### src/design/csp_pkg.sv
// Package for the clock select and prescaler register block.
// Holds the shared status codes, register offsets, clock constants and transaction types.
// No dependencies.
package csp_pkg;

    // Status codes returned with every result transaction.
    typedef enum logic [3:0] {
        ST_OK               = 4'd0,
        ST_RESERVED_READ    = 4'd1,
        ST_BAD_SOURCE       = 4'd2,
        ST_XOSC_UNSUPPORTED = 4'd3,
        ST_CCP_PROTECTED    = 4'd4,
        ST_BAD_PSADIV       = 4'd5,
        ST_UNLOCK_REFUSED   = 4'd6,
        ST_BAD_RTC_SOURCE   = 4'd7,
        ST_NOT_WRITABLE     = 4'd8,
        ST_PLL_RANGE        = 4'd9
    } status_t;

    // Access kinds.
    localparam logic ACCESS_READ  = 1'b0;
    localparam logic ACCESS_WRITE = 1'b1;

    // Register offsets.
    localparam logic [3:0] ADDR_CTRL    = 4'd0;
    localparam logic [3:0] ADDR_PSCTRL  = 4'd1;
    localparam logic [3:0] ADDR_LOCK    = 4'd2;
    localparam logic [3:0] ADDR_RTCCTRL = 4'd3;

    // System clock sources.
    localparam logic [2:0] SRC_RC2M  = 3'd0;
    localparam logic [2:0] SRC_RC32M = 3'd1;
    localparam logic [2:0] SRC_RC32K = 3'd2;
    localparam logic [2:0] SRC_XOSC  = 3'd3;
    localparam logic [2:0] SRC_PLL   = 3'd4;

    // Real-time-clock sources that are accepted.
    localparam logic [2:0] RTC_ULP    = 3'd0;
    localparam logic [2:0] RTC_TOSC   = 3'd1;
    localparam logic [2:0] RTC_RCOSC  = 3'd2;
    localparam logic [2:0] RTC_TOSC32 = 3'd5;

    // Frequencies in Hz.
    localparam logic [31:0] FREQ_RC2M  = 32'd2000000;
    localparam logic [31:0] FREQ_RC32M = 32'd32000000;
    localparam logic [31:0] FREQ_RC32K = 32'd32768;
    localparam logic [31:0] PLL_MAX    = 32'd200000000;
    localparam logic [31:0] PLL_MIN    = 32'd10000000;

    localparam logic [7:0] PSCTRL_MASK = 8'h7F;
    localparam logic [4:0] PSADIV_MAX  = 5'd9;

    // One bus access.
    typedef struct packed {
        logic       kind;
        logic [3:0] address;
        logic [7:0] write_data;
        logic       ccp_open;
    } access_t;

    // One result.
    typedef struct packed {
        logic [7:0]  read_data;
        status_t     status;
        logic [31:0] system_frequency;
        logic [5:0]  prescale_a;
        logic [2:0]  prescale_b;
        logic [1:0]  prescale_c;
        logic        clock_changed;
    } result_t;

    function automatic logic [31:0] sys_freq(input logic [2:0] src, input logic [31:0] pll);
        logic [31:0] f;
        case (src)
            SRC_RC2M:  f = FREQ_RC2M;
            SRC_RC32M: f = FREQ_RC32M;
            SRC_RC32K: f = FREQ_RC32K;
            SRC_PLL:   f = pll;
            default:   f = 32'd0;
        endcase
        return f;
    endfunction

    function automatic logic [5:0] ratio_a(input logic [6:0] psctrl);
        logic [4:0] d;
        logic [2:0] amt;
        d   = psctrl[6:2];
        amt = d[3:1] + 3'd1;
        if (d == 5'd0) begin
            return 6'd1;
        end
        return 6'd1 << amt;
    endfunction

    function automatic logic [2:0] ratio_b(input logic [6:0] psctrl);
        logic [2:0] r;
        case (psctrl[1:0])
            2'd2:    r = 3'd4;
            2'd3:    r = 3'd2;
            default: r = 3'd1;
        endcase
        return r;
    endfunction

    function automatic logic [1:0] ratio_c(input logic [6:0] psctrl);
        return psctrl[0] ? 2'd2 : 2'd1;
    endfunction

endpackage

### src/design/csp_in_stage.sv
// Input register stage of the clock select and prescaler register block.
// Depends on csp_pkg for the access transaction type.
module csp_in_stage
    import csp_pkg::*;
(
    input  logic    aclk,
    input  logic    aresetn,
    input  logic    s_valid,
    output logic    s_ready,
    input  access_t s_access,
    output logic    hold_valid,
    output access_t hold_access,
    input  logic    advance
);

    logic    valid_reg, valid_next;
    access_t access_reg;

    // The stage can take a transaction when empty or when its content moves on.
    assign s_ready = !valid_reg || advance;

    always_comb begin
        valid_next = valid_reg;
        if (s_valid && s_ready) begin
            valid_next = 1'b1;
        end else if (advance) begin
            valid_next = 1'b0;
        end
    end

    always_ff @(posedge aclk) begin
        if (!aresetn) begin
            valid_reg <= 1'b0;
        end else begin
            valid_reg <= valid_next;
        end
    end

    always_ff @(posedge aclk) begin
        if (s_valid && s_ready) begin
            access_reg <= s_access;
        end
    end

    assign hold_valid  = valid_reg;
    assign hold_access = access_reg;

endmodule

### src/design/csp_regfile.sv
// Register file and access decode of the clock select and prescaler register block.
// Depends on csp_pkg for codes, constants, transaction types and ratio functions.
module csp_regfile
    import csp_pkg::*;
(
    input  logic        aclk,
    input  logic        aresetn,
    input  logic        commit,
    input  access_t     access,
    input  logic [31:0] pll_frequency,
    output result_t     result
);

    logic [2:0] source_reg, source_next;
    logic [6:0] psctrl_reg, psctrl_next;
    logic       lock_reg, lock_next;
    logic       rtc_en_reg, rtc_en_next;
    logic [2:0] rtc_src_reg, rtc_src_next;

    logic [7:0] rd;
    status_t    status;
    logic       changed;
    logic [2:0] new_src;
    logic [4:0] new_psadiv;
    logic [2:0] new_rtc;
    logic       pll_bad;

    always_comb begin
        source_next  = source_reg;
        psctrl_next  = psctrl_reg;
        lock_next    = lock_reg;
        rtc_en_next  = rtc_en_reg;
        rtc_src_next = rtc_src_reg;
        rd           = 8'd0;
        status       = ST_OK;
        changed      = 1'b0;
        new_src      = access.write_data[2:0];
        new_psadiv   = access.write_data[6:2];
        new_rtc      = access.write_data[3:1];

        if (access.kind == ACCESS_READ) begin
            case (access.address)
                ADDR_CTRL:    rd = {5'd0, source_reg};
                ADDR_PSCTRL:  rd = {1'b0, psctrl_reg};
                ADDR_LOCK:    rd = {7'd0, lock_reg};
                ADDR_RTCCTRL: rd = {4'd0, rtc_src_reg, rtc_en_reg};
                default:      status = ST_RESERVED_READ;
            endcase
        end else if (access.address == ADDR_CTRL && !lock_reg) begin
            if (new_src > SRC_PLL) begin
                status = ST_BAD_SOURCE;
            end else if (!access.ccp_open) begin
                status = ST_CCP_PROTECTED;
            end else if (new_src == SRC_XOSC) begin
                status = ST_XOSC_UNSUPPORTED;
            end else begin
                source_next = new_src;
                changed     = 1'b1;
            end
        end else if (access.address == ADDR_PSCTRL && !lock_reg) begin
            if (new_psadiv > PSADIV_MAX || (new_psadiv != 5'd0 && !new_psadiv[0])) begin
                status = ST_BAD_PSADIV;
            end else begin
                psctrl_next = access.write_data[6:0] & PSCTRL_MASK[6:0];
                changed     = 1'b1;
            end
        end else if (access.address == ADDR_LOCK) begin
            if (!lock_reg && access.write_data != 8'd0) begin
                if (access.ccp_open) begin
                    lock_next = 1'b1;
                end else begin
                    status = ST_CCP_PROTECTED;
                end
            end else if (lock_reg && access.write_data == 8'd0) begin
                status = ST_UNLOCK_REFUSED;
            end
        end else if (access.address == ADDR_RTCCTRL) begin
            rtc_en_next = access.write_data[0];
            if (new_rtc == RTC_ULP || new_rtc == RTC_TOSC || new_rtc == RTC_RCOSC
                || new_rtc == RTC_TOSC32) begin
                rtc_src_next = new_rtc;
            end else begin
                status = ST_BAD_RTC_SOURCE;
            end
        end else begin
            status = ST_NOT_WRITABLE;
        end

        // An applied clock change with the PLL selected flags an out-of-range PLL.
        pll_bad = (pll_frequency > PLL_MAX) || (pll_frequency < PLL_MIN);
        if (changed && source_next == SRC_PLL && pll_bad) begin
            status = ST_PLL_RANGE;
        end

        result.read_data        = rd;
        result.status           = status;
        result.system_frequency = sys_freq(source_next, pll_frequency);
        result.prescale_a       = ratio_a(psctrl_next);
        result.prescale_b       = ratio_b(psctrl_next);
        result.prescale_c       = ratio_c(psctrl_next);
        result.clock_changed    = changed;
    end

    always_ff @(posedge aclk) begin
        if (!aresetn) begin
            source_reg  <= SRC_RC2M;
            psctrl_reg  <= 7'd0;
            lock_reg    <= 1'b0;
            rtc_en_reg  <= 1'b0;
            rtc_src_reg <= RTC_ULP;
        end else if (commit) begin
            source_reg  <= source_next;
            psctrl_reg  <= psctrl_next;
            lock_reg    <= lock_next;
            rtc_en_reg  <= rtc_en_next;
            rtc_src_reg <= rtc_src_next;
        end
    end

endmodule

### src/design/csp_out_stage.sv
// Result register stage of the clock select and prescaler register block.
// Depends on csp_pkg for the result transaction type.
module csp_out_stage
    import csp_pkg::*;
(
    input  logic    aclk,
    input  logic    aresetn,
    input  logic    load,
    input  result_t load_result,
    output logic    load_ready,
    output logic    m_valid,
    input  logic    m_ready,
    output result_t m_result
);

    logic    valid_reg, valid_next;
    result_t result_reg;

    assign load_ready = !valid_reg || m_ready;

    always_comb begin
        valid_next = valid_reg;
        if (load) begin
            valid_next = 1'b1;
        end else if (m_ready) begin
            valid_next = 1'b0;
        end
    end

    always_ff @(posedge aclk) begin
        if (!aresetn) begin
            valid_reg <= 1'b0;
        end else begin
            valid_reg <= valid_next;
        end
    end

    always_ff @(posedge aclk) begin
        if (load) begin
            result_reg <= load_result;
        end
    end

    assign m_valid  = valid_reg;
    assign m_result = result_reg;

endmodule

### src/design/clock_select_prescaler_regs_core.sv
// Top level of the clock select and prescaler register block.
// Depends on csp_pkg, csp_in_stage, csp_regfile and csp_out_stage.
//
// Clock control register window. Each input transaction is one bus read or write to four
// registers: CTRL (source select, offset 0), PSCTRL (prescaler, offset 1), LOCK (offset 2) and
// RTCCTRL (offset 3); offsets 4 to 15 are reserved. Writes are checked, and a rejected write
// leaves its register unchanged, though a rejected RTCCTRL write still updates the enable bit,
// and reports a status code. Every transaction yields exactly one result transaction carrying
// read data, status, the system frequency, the three prescaler ratios and a change flag, all
// reflecting the state after the access. A transaction is registered on entry, decoded and
// applied to the register file by short logic once the result stage can take it, and the
// result is registered on the way out; one transaction is taken every cycle while the result
// side keeps up. The result register frees itself in the same cycle it is taken, so a stalled
// result side holds at most one transaction in each stage. The PLL frequency is written
// through the configuration channel, which is always ready; it should be written only while
// no transaction is in flight.
module clock_select_prescaler_regs_core
    import csp_pkg::*;
(
    input  logic        aclk,
    input  logic        aresetn,

    input  logic        cfg_valid,
    output logic        cfg_ready,
    input  logic [31:0] cfg_data,

    input  logic        s_valid,
    output logic        s_ready,
    input  logic        s_kind,
    input  logic [3:0]  s_address,
    input  logic [7:0]  s_write_data,
    input  logic        s_ccp_open,

    output logic        m_valid,
    input  logic        m_ready,
    output logic [7:0]  m_read_data,
    output logic [3:0]  m_status,
    output logic [31:0] m_system_frequency,
    output logic [5:0]  m_prescale_a,
    output logic [2:0]  m_prescale_b,
    output logic [1:0]  m_prescale_c,
    output logic        m_clock_changed
);

    logic [31:0] pll_frequency_reg;
    access_t     s_access;
    logic        hold_valid;
    access_t     hold_access;
    logic        advance;
    logic        load_ready;
    result_t     decoded;
    result_t     m_result;

    // The PLL frequency register accepts a write in every cycle.
    assign cfg_ready = 1'b1;

    always_ff @(posedge aclk) begin
        if (!aresetn) begin
            pll_frequency_reg <= 32'd0;
        end else if (cfg_valid && cfg_ready) begin
            pll_frequency_reg <= cfg_data;
        end
    end

    assign s_access = '{kind: s_kind, address: s_address, write_data: s_write_data,
                        ccp_open: s_ccp_open};

    // A held transaction is applied to the registers exactly when it moves into the result stage.
    assign advance = hold_valid && load_ready;

    csp_in_stage u_in_stage (
        .aclk        (aclk),
        .aresetn     (aresetn),
        .s_valid     (s_valid),
        .s_ready     (s_ready),
        .s_access    (s_access),
        .hold_valid  (hold_valid),
        .hold_access (hold_access),
        .advance     (advance)
    );

    csp_regfile u_regfile (
        .aclk          (aclk),
        .aresetn       (aresetn),
        .commit        (advance),
        .access        (hold_access),
        .pll_frequency (pll_frequency_reg),
        .result        (decoded)
    );

    csp_out_stage u_out_stage (
        .aclk        (aclk),
        .aresetn     (aresetn),
        .load        (advance),
        .load_result (decoded),
        .load_ready  (load_ready),
        .m_valid     (m_valid),
        .m_ready     (m_ready),
        .m_result    (m_result)
    );

    assign m_read_data        = m_result.read_data;
    assign m_status           = m_result.status;
    assign m_system_frequency = m_result.system_frequency;
    assign m_prescale_a       = m_result.prescale_a;
    assign m_prescale_b       = m_result.prescale_b;
    assign m_prescale_c       = m_result.prescale_c;
    assign m_clock_changed    = m_result.clock_changed;

endmodule

### config.mk
export PLATFORM = sky130hd
export DESIGN_NAME = clock_select_prescaler_regs_core
export DESIGN_NICKNAME = d
export VERILOG_FILES = /design/src/design/csp_pkg.sv /design/src/design/csp_in_stage.sv /design/src/design/csp_regfile.sv /design/src/design/csp_out_stage.sv /design/src/design/clock_select_prescaler_regs_core.sv
export SDC_FILE = /design/constraint.sdc
export NUM_CORES = 1
export LEC_CHECK = 0
export ABC_CLOCK_PERIOD_IN_PS = 5800
export BUFFER_PORTS_ARGS = -buffer_cell sky130_fd_sc_hd__buf_2
export CORE_UTILIZATION = 59
export DETAILED_ROUTE_END_ITERATION = 6
export HOLD_SLACK_MARGIN = 0.03
export PLACE_DENSITY = 0.83
export SLEW_MARGIN = 20
export SYNTH_ARGS = -nofsm -noshare
export SYNTH_HDL_FRONTEND = slang
export SYNTH_SLANG_ARGS = --single-unit
export TNS_END_PERCENT = 30
### constraint.sdc
create_clock -name aclk -period 5.8 [get_ports aclk]
set_input_delay 0.29 -clock aclk [delete_from_list [all_inputs] [get_ports aclk]]
set_output_delay 0.29 -clock aclk [all_outputs]
set_load 0.01 [all_outputs]
==> reports/results.txt, run 1 <==
Final Hold Violating Endpoints = 0
worst-skew pair later-pin latency = 520 ps
clock share of power = 47.8%
critical path's top delay family = simple AND/OR/NAND/NOR gates
CTS buffer count = 17
Lkg Pwr = 2.66 nW
Syn Inst Count = 429
commonest cells after routing, fill and taps aside = buf_2 (107), edfxtp_1 (69), dfxtp_1 (49)
critical path data arrival time = 3520 ps
status = completed
Iter 0 DRT Violations = 213
vias in the first global route = 3725
Slew @ Worst Pin = 1050 ps
Placer Congestion = 0.857
Register Area = 0.00305 sq mm
postcts setup bufs = 0
R2R cell count = 8
Post-synth EDFFs = 69
flops & latches, synth = 118
largest net degree at the start of global routing = 62
Hold Startpoint = cfg_data[24]
die area = 0.00921 sq mm
I/O Buffers = 107
H-tree Lvls = 4
Die Span X = 96.0 microns
sequential cell area fraction in the yosys report = 58.6%
Final Cycle Share = 56.0%
Sw Ratio = 23.1%
Post-Syn Nets = 483
GRT Total Usage = 27.3%
# setup viols final = 0
CP dominant cell by count = ha_1
Max IR drop VDD = 0.262 mV
first-pass GRT wire length = 18300 microns
DR WL/cell = 17.5 microns
critical path depth in cells = 8
# nets final = 608
Rows = 33
required time of the critical path = 6080 ps
Die Y = 96.0 microns
DR pass1 iterations = 5
setup TNS = 0 ps
Seq pwr share = 44.3%
RSZ-0062 raised after global routing = false
IO Pins = 110
Final Critical Period = 3250 ps
crit-path max FO = 13
Max Cap Viol = 0
class of the worst hold path = in2reg
Clock Tree Buf Depth = 2
Main synth FF type = edfxtp_1
Psw = 0.000505 W
Hold Path Stages = 3
Post-synth ARST share = 0%
Total Routed Length = 11800 microns
Area Growth Syn to Fin = 26.2%
Vias/cell = 5.73
origin of the critical flop-to-flop path = u_in_stage.hold_access[10]
antenna-violating nets left = 0
fmax = 308 MHz
Setup crit end kind = flop
WS Path Type = reg2reg
Avg Synthesized Cell Area = 12.1 sq um
Mapped Area = 0.00521 sq mm
Slew Limit Headroom = 29.6%
CP max-delay cell = edfxtp_1
layout cell share with drive strength beyond 1 = 27.2%
core footprint = 0.00838 sq mm
post_cts resized = 0
Fillers = 499
pwr dens = 332 mW/mm^2
Critical Path, Cell by Cell = nor4_4 > nand2_2 > nor3_4 > mux2i_1 > inv_1 > ha_1 > ha_1 > and4b_1
Slew Viols, Final = 0
CP peak stage delay = 620 ps
Pint = 0.00168 W
commonest non-fill, non-tap cell in the layout = buf_2
Synthesis Warnings = 0
Buf/Inv on CP = 1
# clock sinks = 118
Synth cell types = 60
Largest register FFs = 55
via count = 3858
total congestion overflow = 0
CP startpoint = u_in_stage.hold_access[10]
Comb pwr share = 7.9%
initial antenna violation count = 0
root buf cell = clkbuf_8
Final Skew = 8.85 ps
Fin Hold WS = 47.1 ps
starting density of the core = 62.1%
DRC viols = 0
clock slew at the register clock pins of the worst setup and hold paths = 60 ps
Multi-input gate area = 0.00200 sq mm
HPWL after DPL = 7430 microns
CTS tree = built
Setup crit start kind = flop
[per-stage QoR]
stage | power (W) | std cells | utilization, % | cell area (sq um) | setup slack [ps]
3_5_place_dp | 0.00114 | 618 | 68.7 | 5760 | 2590
2_1_floorplan | 0.00108 | 429 | - | 5210 | 2670
3_3_place_gp | 0.00113 | 618 | 68.7 | 5760 | 2750
5_1_grt | 0.00225 | 672 | 78.4 | 6570 | 2340
4_1_cts | 0.00219 | 672 | 78.4 | 6570 | 2570
6_report | 0.00218 | 673 | 78.4 | 6570 | 2550
[final timing paths]
check / endpoint / slack, ps
worst min-delay path: pll_frequency_reg[24] / 50
worst max-delay path: u_out_stage.m_result[9] / 2550
worst min register to register: u_regfile.psctrl_reg[6] / 500
worst max register to register: u_out_stage.m_result[9] / 2550
[repair_timing]
action	in CTS	in global routing
setup endpoints to repair	0	0
hold endpoints to repair	22	0
hold buffers	22	0
[worst reg2reg max path: stages (launching register included)]
cell and delay [ps]:
edfxtp_1 620, nor4_4 600, nand2_2 170, nor3_4 370, mux2i_1 390, inv_1 80
ha_1 220, ha_1 340, and4b_1 210
[cell type report]
cell class	instances	area share, %
sequential	118	46.4
multi-input combinational	278	30.4
timing repair buffer	130	11.6
clock buffer	20	6.62
clock inverter	12	2.32
tap	105	2.00
inverter	9	0.514
antenna	1	0.0381
[logic make-up (layout without fill, tap and decap cells)]
logic type | after synthesis | count (layout) | synth area share [%]
AOI/OAI and AO/OA | 61 | 61 | 8.34
adders and majority gates | 3 | 3 | 0.721
DFF | 118 | 118 | 58.6
buffers and inverters | 33 | 171 | 3.00
and+or+nand+nor | 164 | 164 | 19.6
other | 2 | 3 | 0.144
muxes | 48 | 48 | 9.56
[cells in the mapped netlist, types with 8 or more instances]
master / number / area share [%]
a21oi_1: 10 / 0.96
clkbuf_1: 11 / 0.79
and2_1: 28 / 3.4
o21a_1: 8 / 1.2
edfxtp_1: 69 / 40
nor2_1: 17 / 1.2
inv_1: 9 / 0.65
dfxtp_1: 49 / 19
nor2b_1: 48 / 5.8
nand2_1: 13 / 0.94
o21ai_0: 8 / 0.77
mux2i_1: 46 / 8.8
[routing by layer]
layer,global-route usage [%],routed length (microns),vias up
met5,0,0,-
met4,10.1,138,0
met3,8.69,779,16
met2,44.0,5800,170
met1,34.5,5070,1849
li1,-,-,1823
[power by group through the flow]
stage / Sequential (W) / Combinational (W) / Clock [W]
after floorplan: 0.000980 / 0.000101 / 0
after global placement: 0.000980 / 0.000155 / 0
after detailed placement: 0.000983 / 0.000159 / 0
after CTS: 0.000966 / 0.000173 / 0.00105
after global routing: 0.000972 / 0.000189 / 0.00109
final: 0.000967 / 0.000173 / 0.00104
(Power assumes the default switching activity.)
==> inputs of run 2 (changes only) <==
ABC_AREA = 1   (was not set)
ABC_CLOCK_PERIOD_IN_PS = 2600   (was 5800)
CORE_UTILIZATION = 49   (was 59)
PLACE_DENSITY = 0.74   (was 0.83)
clock period = 2.6 ns   (was 5.8 ns; I/O delays follow)
==> run 2 against run 1 <==
Against the previous run: register-to-register slack got worse by 2200 ps; clock skew rose by 4.4 ps; non-clock buffer count rose by 32; largest power group unchanged; synthesized cell count rose by 20%; cell count rose by 22%; hold slack improved by 110 ps; count of clock-buffer cells in the layout fell by 3; first-iteration DRC count rose by 20%; sequential power rose by 120%.
==> reports/results.txt, run 2 <==
status = completed
Slew Viols, Final = 0 (unchanged)
GRT Total Usage = 24.4% (-2.9 points)
CTS buffer count = 17 (unchanged)
IO Pins = 110 (unchanged)
Lkg Pwr = 2.88 nW (+8.3%)
fmax = 447 MHz (+45%)
DR pass1 iterations = 5 (unchanged)
Placer Congestion = 0.911 (+6.3%)
pwr dens = 743 mW/mm^2 (+120%)
Final Cycle Share = 86.1% (+30 points)
Vias/cell = 5.15 (-10%)
Setup crit end kind = flop
WS Path Type = reg2reg
# nets final = 732 (+20%)
Iter 0 DRT Violations = 256 (+20%)
CTS tree = built
Area Growth Syn to Fin = 36.0%
diodes inserted = 0 (-1)
Post-Syn Nets = 570 (+18%)
# clock sinks = 118 (unchanged)
clock slew at the register clock pins of the worst setup and hold paths = 60 ps (about the same)
required time of the critical path = 2870 ps (-3210 ps)
Rows = 36 (+9.1%)
commonest cells after routing, fill and taps aside = buf_2 (107), inv_1 (69), edfxtp_1 (69)
DR WL/cell = 15.0 microns (-14%)
first-pass GRT wire length = 19300 microns (+5.3%)
initial antenna violation count = 0 (unchanged)
Avg Synthesized Cell Area = 9.74 sq um (-20%)
Slew Limit Headroom = 52.9% (+23 points)
Synthesis Warnings = 0 (unchanged)
Total Routed Length = 12300 microns (+4.8%)
commonest non-fill, non-tap cell in the layout = buf_2
via count = 4246 (+10%)
Max Cap Viol = 0 (unchanged)
critical path data arrival time = 2510 ps (-1010 ps)
# setup viols final = 0 (unchanged)
Post-synth EDFFs = 69 (unchanged)
Final Skew = 13.3 ps (+4.42 ps)
Syn Inst Count = 516 (+20%)
Slew @ Worst Pin = 707 ps (-348 ps)
Final Critical Period = 2240 ps (-1010 ps)
Largest register FFs = 55 (unchanged)
top-count cell post-synth = inv_1
Die Span X = 103 microns (+7.6%)
largest net degree at the start of global routing = 59 (-4.8%)
starting density of the core = 50.9% (-11 points)
postcts setup bufs = 0 (unchanged)
die area = 0.0107 sq mm (+16%)
flops & latches, synth = 118 (unchanged)
final instance area = 0.00684 sq mm (+4.0%)
root buf cell = clkbuf_8
area leader, netlist = edfxtp_1
Final Hold Violating Endpoints = 0 (unchanged)
DP Area = 0.00567 sq mm (-1.5%)
Main synth FF type = edfxtp_1
sequential cell area fraction in the yosys report = 60.8% (+2.1 points)
synth cell count leaders = inv_1 (70), edfxtp_1 (69), nand2_1 (56), a21oi_1 (52)
HPWL after DPL = 7670 microns (+3.3%)
ranking of synthesized cells by area = edfxtp_1 (41%), dfxtp_1 (20%), inv_1 (5.2%)
post-synth top area share = 41.2% (+1.5 points)
antenna-violating nets left = 0 (unchanged)
Max IR drop VDD = 0.501 mV (+91%)
Mapped Area = 0.00502 sq mm (-3.5%)
setup TNS = 0 ps (unchanged)
RSZ-0062 raised after global routing = false
class of the worst hold path = in2reg
vias in the first global route = 4080 (+9.5%)
layout cell share with drive strength beyond 1 = 25.9% (-1.3 points)
H-tree Lvls = 4 (unchanged)
Setup crit start kind = flop
worst-skew pair later-pin latency = 520 ps (about the same)
total congestion overflow = 0 (unchanged)
DRC viols = 0 (unchanged)
Die Y = 103 microns (+7.6%)
Post-synth ARST share = 0% (unchanged)
I/O Buffers = 107 (unchanged)
crit-path max FO = 8 (-5)
Synth cell types = 38 (-37%)
Clock Tree Buf Depth = 2 (unchanged)
core footprint = 0.00986 sq mm (+18%)
## run 2: power breakdown
group | internal [W] | switching [W] | leakage [nW] | total, W
Clock | 0.00166 | 0.000859 | 0.305 | 0.00252
Combinational | 0.000176 | 0.000251 | 1.51 | 0.000427
Sequential | 0.00208 | 0.0000568 | 1.06 | 0.00213
Total | 0.00391 | 0.00117 | 2.88 | 0.00508
## run 2: path summary, 6_finish.rpt
check | start | end | slack (ps) | cells past startpoint
setup / recovery | u_in_stage.hold_access[12] | u_out_stage.m_result[8] | 360 | 11
hold / removal | cfg_valid | pll_frequency_reg[25] | 160 | 3
setup reg to reg | u_in_stage.hold_access[12] | u_out_stage.m_result[8] | 360 | 11
hold reg to reg | u_regfile.psctrl_reg[3] | u_regfile.psctrl_reg[3] | 490 | 2
## run 2: layout make-up
cell class | count | area, sq um
clock buffers | 17 | 414
clock inverters | 15 | 226
fillers | 708 | 3030
inverters | 76 | 285
multi-input cells | 303 | 1590
flip-flops and latches | 118 | 3050
well taps | 133 | 166
repair buffers | 162 | 1100
## run 2: logic make-up after synthesis
| kind of cell | Yosys count | synth area share (%) |
|---|---|---|
| simple gates | 181 | 18.1 |
| flops | 118 | 60.8 |
| compound gates | 117 | 12.6 |
| buf+inv | 95 | 7.67 |
| fa+ha+maj | 3 | 0.747 |
| other cells | 2 | 0.149 |
## run 2: layer usage
layer | wire length, microns | track usage (%)
met5 | 0 | 0
met4 | 169 | 9.43
met3 | 712 | 6.25
met2 | 6000 | 40.3
met1 | 5470 | 31.1
## run 2: critical path: stages, from the launching register on
cell and delay, ps:
edfxtp_1 400, nor2_4 190, nand3_4 160, nor2_2 210, nand4_1 140, nand2_1 140
inv_1 70, ha_1 210, ha_1 300, inv_1 60, nand3_2 80, nor2_1 40
## run 2: stage by stage
stage | total power, W | utilization, % | setup slack (ps) | instances | hold slack, ps
2_1_floorplan | 0.00239 | - | 505 | 516 | 229
3_3_place_gp | 0.00251 | 57.5 | 441 | 740 | 307
3_5_place_dp | 0.00252 | 57.5 | 361 | 740 | 308
4_1_cts | 0.00508 | 69.3 | 353 | 824 | 120
5_1_grt | 0.00523 | 69.3 | 97.0 | 824 | 166
6_report | 0.00508 | 69.3 | 361 | 824 | 157
## run 2: what timing repair did
item,in CTS,in global routing
hold buffers,52,0
gates resized for setup,0,0
hold endpoints to repair,48,0
